File: src/hdl/sqi_pkg.sv
`timescale 1ns / 1ps
// Shared types and constants for the squared integral image block.
// No dependencies; used by the output buffer and the top level.
package sqi_pkg;

	// Field widths fixed by the stream format
	localparam int PIXEL_W   = 8;
	localparam int SQ_W      = 36;
	localparam int TDATA_W   = 40;
	localparam int CFG_W     = 11;
	localparam int CFG_IDX_W = 1;

	// Configuration register indexes
	localparam logic [CFG_IDX_W-1:0] REG_IMAGE_WIDTH  = 1'b0;
	localparam logic [CFG_IDX_W-1:0] REG_IMAGE_HEIGHT = 1'b1;

	// Reset value of both size registers
	localparam logic [CFG_W-1:0] SIZE_RESET = 11'd1024;

	// One finished result word
	typedef struct packed {
		logic            frame_end;
		logic            row_end;
		logic [SQ_W-1:0] sq_integral;
	} sqi_result_t;

endpackage

File: src/hdl/sqi_out_buf.sv
`timescale 1ns / 1ps
// Three-word output queue between the compute stage and the result stream.
// Depends on sqi_pkg for the result word type.
module sqi_out_buf (
	input  logic                clk,
	input  logic                arst_n,
	input  logic                push,
	input  sqi_pkg::sqi_result_t push_word,
	output logic                out_valid,
	input  logic                out_ready,
	output sqi_pkg::sqi_result_t out_word,
	output logic [1:0]          fill
);

	localparam logic [1:0] LAST_SLOT = 2'd2;

	sqi_pkg::sqi_result_t slot_q [3];
	logic [1:0] wr_ptr_q;
	logic [1:0] rd_ptr_q;
	logic [1:0] fill_q;
	logic       pop;

	assign pop       = out_valid && out_ready;
	assign out_valid = (fill_q != 2'd0);
	assign out_word  = slot_q[rd_ptr_q];
	assign fill      = fill_q;

	// Store incoming words
	always_ff @(posedge clk) begin
		if (push) begin
			slot_q[wr_ptr_q] <= push_word;
		end
	end

	// Advance pointers and track occupancy
	always_ff @(posedge clk or negedge arst_n) begin
		if (!arst_n) begin
			wr_ptr_q <= 2'd0;
			rd_ptr_q <= 2'd0;
			fill_q   <= 2'd0;
		end else begin
			if (push) begin
				wr_ptr_q <= (wr_ptr_q == LAST_SLOT) ? 2'd0 : wr_ptr_q + 2'd1;
			end
			if (pop) begin
				rd_ptr_q <= (rd_ptr_q == LAST_SLOT) ? 2'd0 : rd_ptr_q + 2'd1;
			end
			case ({push, pop})
				2'b10:   fill_q <= fill_q + 2'd1;
				2'b01:   fill_q <= fill_q - 2'd1;
				default: fill_q <= fill_q;
			endcase
		end
	end

endmodule

File: config.mk
export PLATFORM = sky130hd
export DESIGN_NAME = sqi_out_buf
export DESIGN_NICKNAME = d
export VERILOG_FILES = /design/src/hdl/sqi_pkg.sv /design/src/hdl/sqi_out_buf.sv
export SDC_FILE = /design/constraint.sdc
export NUM_CORES = 1
export LEC_CHECK = 0
export BUFFER_PORTS_ARGS = -buffer_cell sky130_fd_sc_hd__buf_2
export CAP_MARGIN = 10
export CORE_ASPECT_RATIO = 1.75
export CORE_MARGIN = 2
export CORE_UTILIZATION = 55
export DETAILED_ROUTE_END_ITERATION = 7
export GPL_TIMING_DRIVEN = 0
export PLACE_DENSITY_LB_ADDON = 0.05
export SYNTH_ARGS = -nofsm -noshare
export SYNTH_HDL_FRONTEND = slang
export SYNTH_SLANG_ARGS = --single-unit
File: constraint.sdc
create_clock -name clk -period 5.04 [get_ports clk]
set_clock_uncertainty 0.15 [all_clocks]
set_input_delay 0 -clock clk [delete_from_list [all_inputs] [get_ports clk]]
set_output_delay 0 -clock clk [all_outputs]
set_load 0.05 [all_outputs]
Word level (Yosys, flattened, before mapping)
Memories as Yosys holds them, arrays and structs flattened.
Cells that the tools add are included.
{"block": "totals", "register_bits": 6, "latchBits": 0, "mem_bits_rw": 114, "mem_bits_ro": 0, "inputBits": 42, "output_inout_bits": 41, "n_memories": 1}
{"name": "slot_q", "depth": 3, "word_bits": 38, "read_ports": 1, "rd_ports_with_merged_regs": 0, "write_ports": 1, "line": "sqi_out_buf.sv:17", "rtl": "sqi_pkg::sqi_result_t slot_q [3];"}
{"block": "classes", "addsub": 4, "mul": 0, "div_mod_pow": 0, "order_cmp": 0, "n_eq_ne": 4, "shift": 0, "mux": 5, "bitwise": 0, "n_reduce_logical": 3}
{"operator": "$add A2 B1 Y2 const B", "n": 3}
{"operator": "$eq A2 B2 Y1 const B", "n": 3}
{"operator": "$mux W2", "n": 2}
{"operator": "$pmux W2 S2", "n": 1}
{"operator": "$reduce_bool A2 Y1", "n": 2}
{"operator": "$eq A2 B1 Y1 const B", "n": 1}
{"operator": "$mux W1", "n": 2}
{"operator": "$sub A2 B1 Y2 const B", "n": 1}
{"operator": "$logic_and A1 B1 Y1", "n": 1}

Logic depth before layout (Yosys ltp)
{"block": "depth", "word_depth": 4, "depth_mapped": 6}

Worst setup path after synthesis
No wires, ideal clock.
{"block": "synth_timing", "kind": "flip-flop to flip-flop", "start": "reg wr_ptr_q[0]", "end": "mem slot_q[2][0] (netlist bit) (enable)", "setup_ns": 0.489, "t_arrival_ns": 3.230, "required_time_ns": 4.401, "slack_ns": 1.171, "stages_incl_launch_ff": 2, "synth_period_minus_slack_ns": 3.869, "path_cell_list": "dfrtp_1 > nor3b_1"}
{"element": "start, declared", "line": "sqi_out_buf.sv:18", "rtl": "logic [1:0] wr_ptr_q;"}
{"element": "start signal, assigned", "line": "sqi_out_buf.sv:43", "rtl": "wr_ptr_q <= (wr_ptr_q == LAST_SLOT) ? 2'd0 : wr_ptr_q + 2'd1;"}
{"element": "end, declared", "line": "sqi_out_buf.sv:17"}
No word-level cell before the write port.

Worst setup path after layout
{"block": "layout_timing", "start": "reg wr_ptr_q[1]", "end": "mem slot_q[2][20] (netlist bit) (enable)"}
No word-level cell before the write port.

==> summary.txt <==
Final layout
  • Final cell count without fillers: 520
  • Layout net count: 463
  • Diode count: 0
  • Final instance area: 0.00609 mm^2
  • Layout cells sized above 1: 0.291
  • # fillers: 508
  • Synth-to-layout area growth: 34.1%

Route
  • Wire per inst: 17.1 um
  • Routed via count: 2748
  • First-pass DRT Iterations: 4
  • Starting DRT DRC Count: 146
  • Routed vias/inst: 5.28
  • Final antenna-violating net count: 0
  • # DRC: 0
  • Final WL: 8.88 mm

Setup path
  • Crit. End Element: flip-flop
  • WS Path Type: reg -> reg
  • Crit path top cell by count: buf_6
  • Slowest cell on crit path: nor3b_2
  • WP buf/inv: 3
  • Critical path arrival: 1.98 ns
  • CP cell instances: nor3b_2, buf_6, buf_6, buf_6
  • CP peak stage delay: 0.56 ns
  • CP required: 5.00 ns
  • Worst-path maximum fanout: 9
  • Family with the most delay on the worst path: simple AND/OR/NAND/NOR gates
  • Worst setup SP type: flip-flop

Placement
  • Final HPWL DP: 5.61 mm
  • Placed Instances: 449
  • Routability Congestion: 0.683
  • IO buf count: 82
  • Placed cell areas: 0.00520 mm^2

Synthesis
  • Post-synthesis instance total: 268
  • EDFF count, synth: 114
  • Seq/Total Area, Yosys: 0.787
  • Syn nets: 311
  • Warnings, synthesis: 0
  • Syn avg cell area: 16.9 um^2
  • Top-count cell post-synth: edfxtp_1
  • Synthesized flop and latch total: 120
  • Cell accounting for the most synthesized area: edfxtp_1
  • Post-synth ARST share: 0.0500
  • Mapped cell area: 0.00454 mm^2
  • Synth Flop Type: edfxtp_1
  • Yosys top cell area share: 0.754
  • Area contributors post-synth: edfxtp_1 75%, mux2i_1 8.4%, o21ai_1 4.4%
  • Cell variety after synth: 20
  • Commonest cells post-synth: 114 x edfxtp_1, 41 x nand2_1, 40 x o21ai_1

GRT
  • Total grt overflow: 0
  • Initial antenna violation count: 0
  • Vias in the first global route: 2947
  • Maximum number of pins on one net before global-route repair: 23
  • First-pass GRT wire length: 13.9 mm
  • GRT Total Usage: 0.213

Clock tree
  • Clock-pin slew on the worst setup and hold paths: 0.05 ns
  • Post CTS Setup Buffer Count: 0
  • Clk sinks: 120
  • H-tree levels: 4
  • Post-cts repair resize count: 0
  • Total CTS buffers: 17
  • CTS tree: done
  • Clock buffer depth: 2
  • Worst skew pair latency: 0.40 ns
  • Clock Tree Root: clkbuf_16
  • # hold bufs at CTS: 42

Timing
  • RSZ-0062 raised after global routing: no
  • Min cycle time layout: 2.02 ns
  • Hold_ws: 0.179 ns
  • Setup Viol. Count Final: 0
  • Tcrit/Tclk final: 0.402
  • Max-slew headroom: 0.575
  • Hold violation total from the final report: 0
  • Fmax: 0.494 GHz
  • Measured slew at the worst slew-check pin: 0.636 ns
  • Final slew viol count: 0

Floorplan
  • Chip width: 72.7 um
  • Floorplan row count: 43
  • I/O pin count: 83
  • Core ar.: 0.00796 mm^2
  • DIE AREA: 0.00903 mm^2
  • Die H: 124 um
  • Initial core utilization: 0.570

Pwr
  • Cell Pwr Density: 669 mW/mm^2
  • Max VDD drop: 0.417 mV
  • Lkg Pwr: 2.35 nW

Outcome
  • Status: finished, final reports clean

Hold path
  • Worst hold path class: in -> reg

Flow run
  • Max_cap viols: 0
==> sequential cells by signal, summed over array words and instances (netlist names) <==
register  cells
fill          2
rd_ptr_q      2
slot_q      114
wr_ptr_q      2
==> kinds of logic (layout without fill, tap and decap cells) <==
family / count (synthesis) / count (layout) / share of synthesized area
AO/OA/AOI/OAI: 43 / 43 / 0.0490
XOR/XNOR: 3 / 3 / 0.00579
adder cells (fa/ha/maj): 1 / 1 / 0.00275
buffers and inverters: 16 / 178 / 0.0311
flip-flops: 120 / 120 / 0.787
multiplexers: 38 / 38 / 0.0837
AND/OR/NAND/NOR: 47 / 47 / 0.0408
==> path summary, 6_finish.rpt <==
path	from	endpoint	slack [ns]	cells after the start
worst min-delay path	push_word[27]	slot_q[1][27]	0.18	2
max in group asynchronous	arst_n	wr_ptr_q[1]	4.12	3
min in group asynchronous	arst_n	rd_ptr_q[1]	0.40	3
worst max-delay path	wr_ptr_q[1]	slot_q[2][20]	3.02	4
worst min register to register	fill[1]	fill[1]	0.36	1
worst max register to register	wr_ptr_q[1]	slot_q[2][20]	3.02	4
==> placed cells by master (no fill, tap or decap), drive strengths merged <==
| cell | instances |
|---|---|
| edfxtp | 114 |
| nor3 | 2 |
| nand2 | 41 |
| ha | 1 |
| or2 | 1 |
| nor2 | 2 |
| nor3b | 1 |
| dfrtp | 6 |
| clkinv | 9 |
| mux2i | 38 |
| o21ai | 40 |
| dlygate4sd3 | 42 |
| buf | 100 |
| xnor2 | 2 |
| xor2 | 1 |
| clkbuf | 25 |
| inv | 2 |
| a21o | 3 |
==> metrics by stage <==
| step | worst slack, ns | utilization | total power [mW] | setup TNS (ns) |
|---|---|---|---|---|
| 3_3_place_gp | -0.865 | 0.636 | 3.06 | -56.51 |
| 4_1_cts | 2.99 | 0.765 | 4.11 | 0 |
| 6_report | 3.02 | 0.765 | 4.08 | 0 |
| 3_5_place_dp | 3.01 | 0.653 | 3.11 | 0 |
| 5_1_grt | 2.93 | 0.765 | 4.25 | 0 |
| 2_1_floorplan | 1.17 | - | 2.67 | 0 |
==> worst register-to-register path, cell delays in order, from the launching register on <==
cell and delay (ns):
dfrtp_1 0.45, nor3b_2 0.56, buf_6 0.23, buf_6 0.16, buf_6 0.17
==> report_power, final <==
group,switching [mW],internal (mW)
clock,0.365,0.601
sequential,0.0557,1.29
combinational,1.28,0.486
==> cell type report <==
cell class	instances	area, um^2	area share
flip-flops and latches	120	3570	0.587
repair buffers	133	945	0.155
multi-input cells	132	845	0.139
clock buffers	20	437	0.0717
plain buffers	14	134	0.0220
well taps	90	113	0.0185
clock inverters	9	37.5	0.00616
inverters	2	7.51	0.00123
==> metal layers <==
layer / share of wire / global-route usage
met3: 0.054 / 0.0721
met4: 0.015 / 0.0969
met2: 0.56 / 0.376
met5: 0 / 0
met1: 0.37 / 0.220
(Power assumes the default switching activity.)
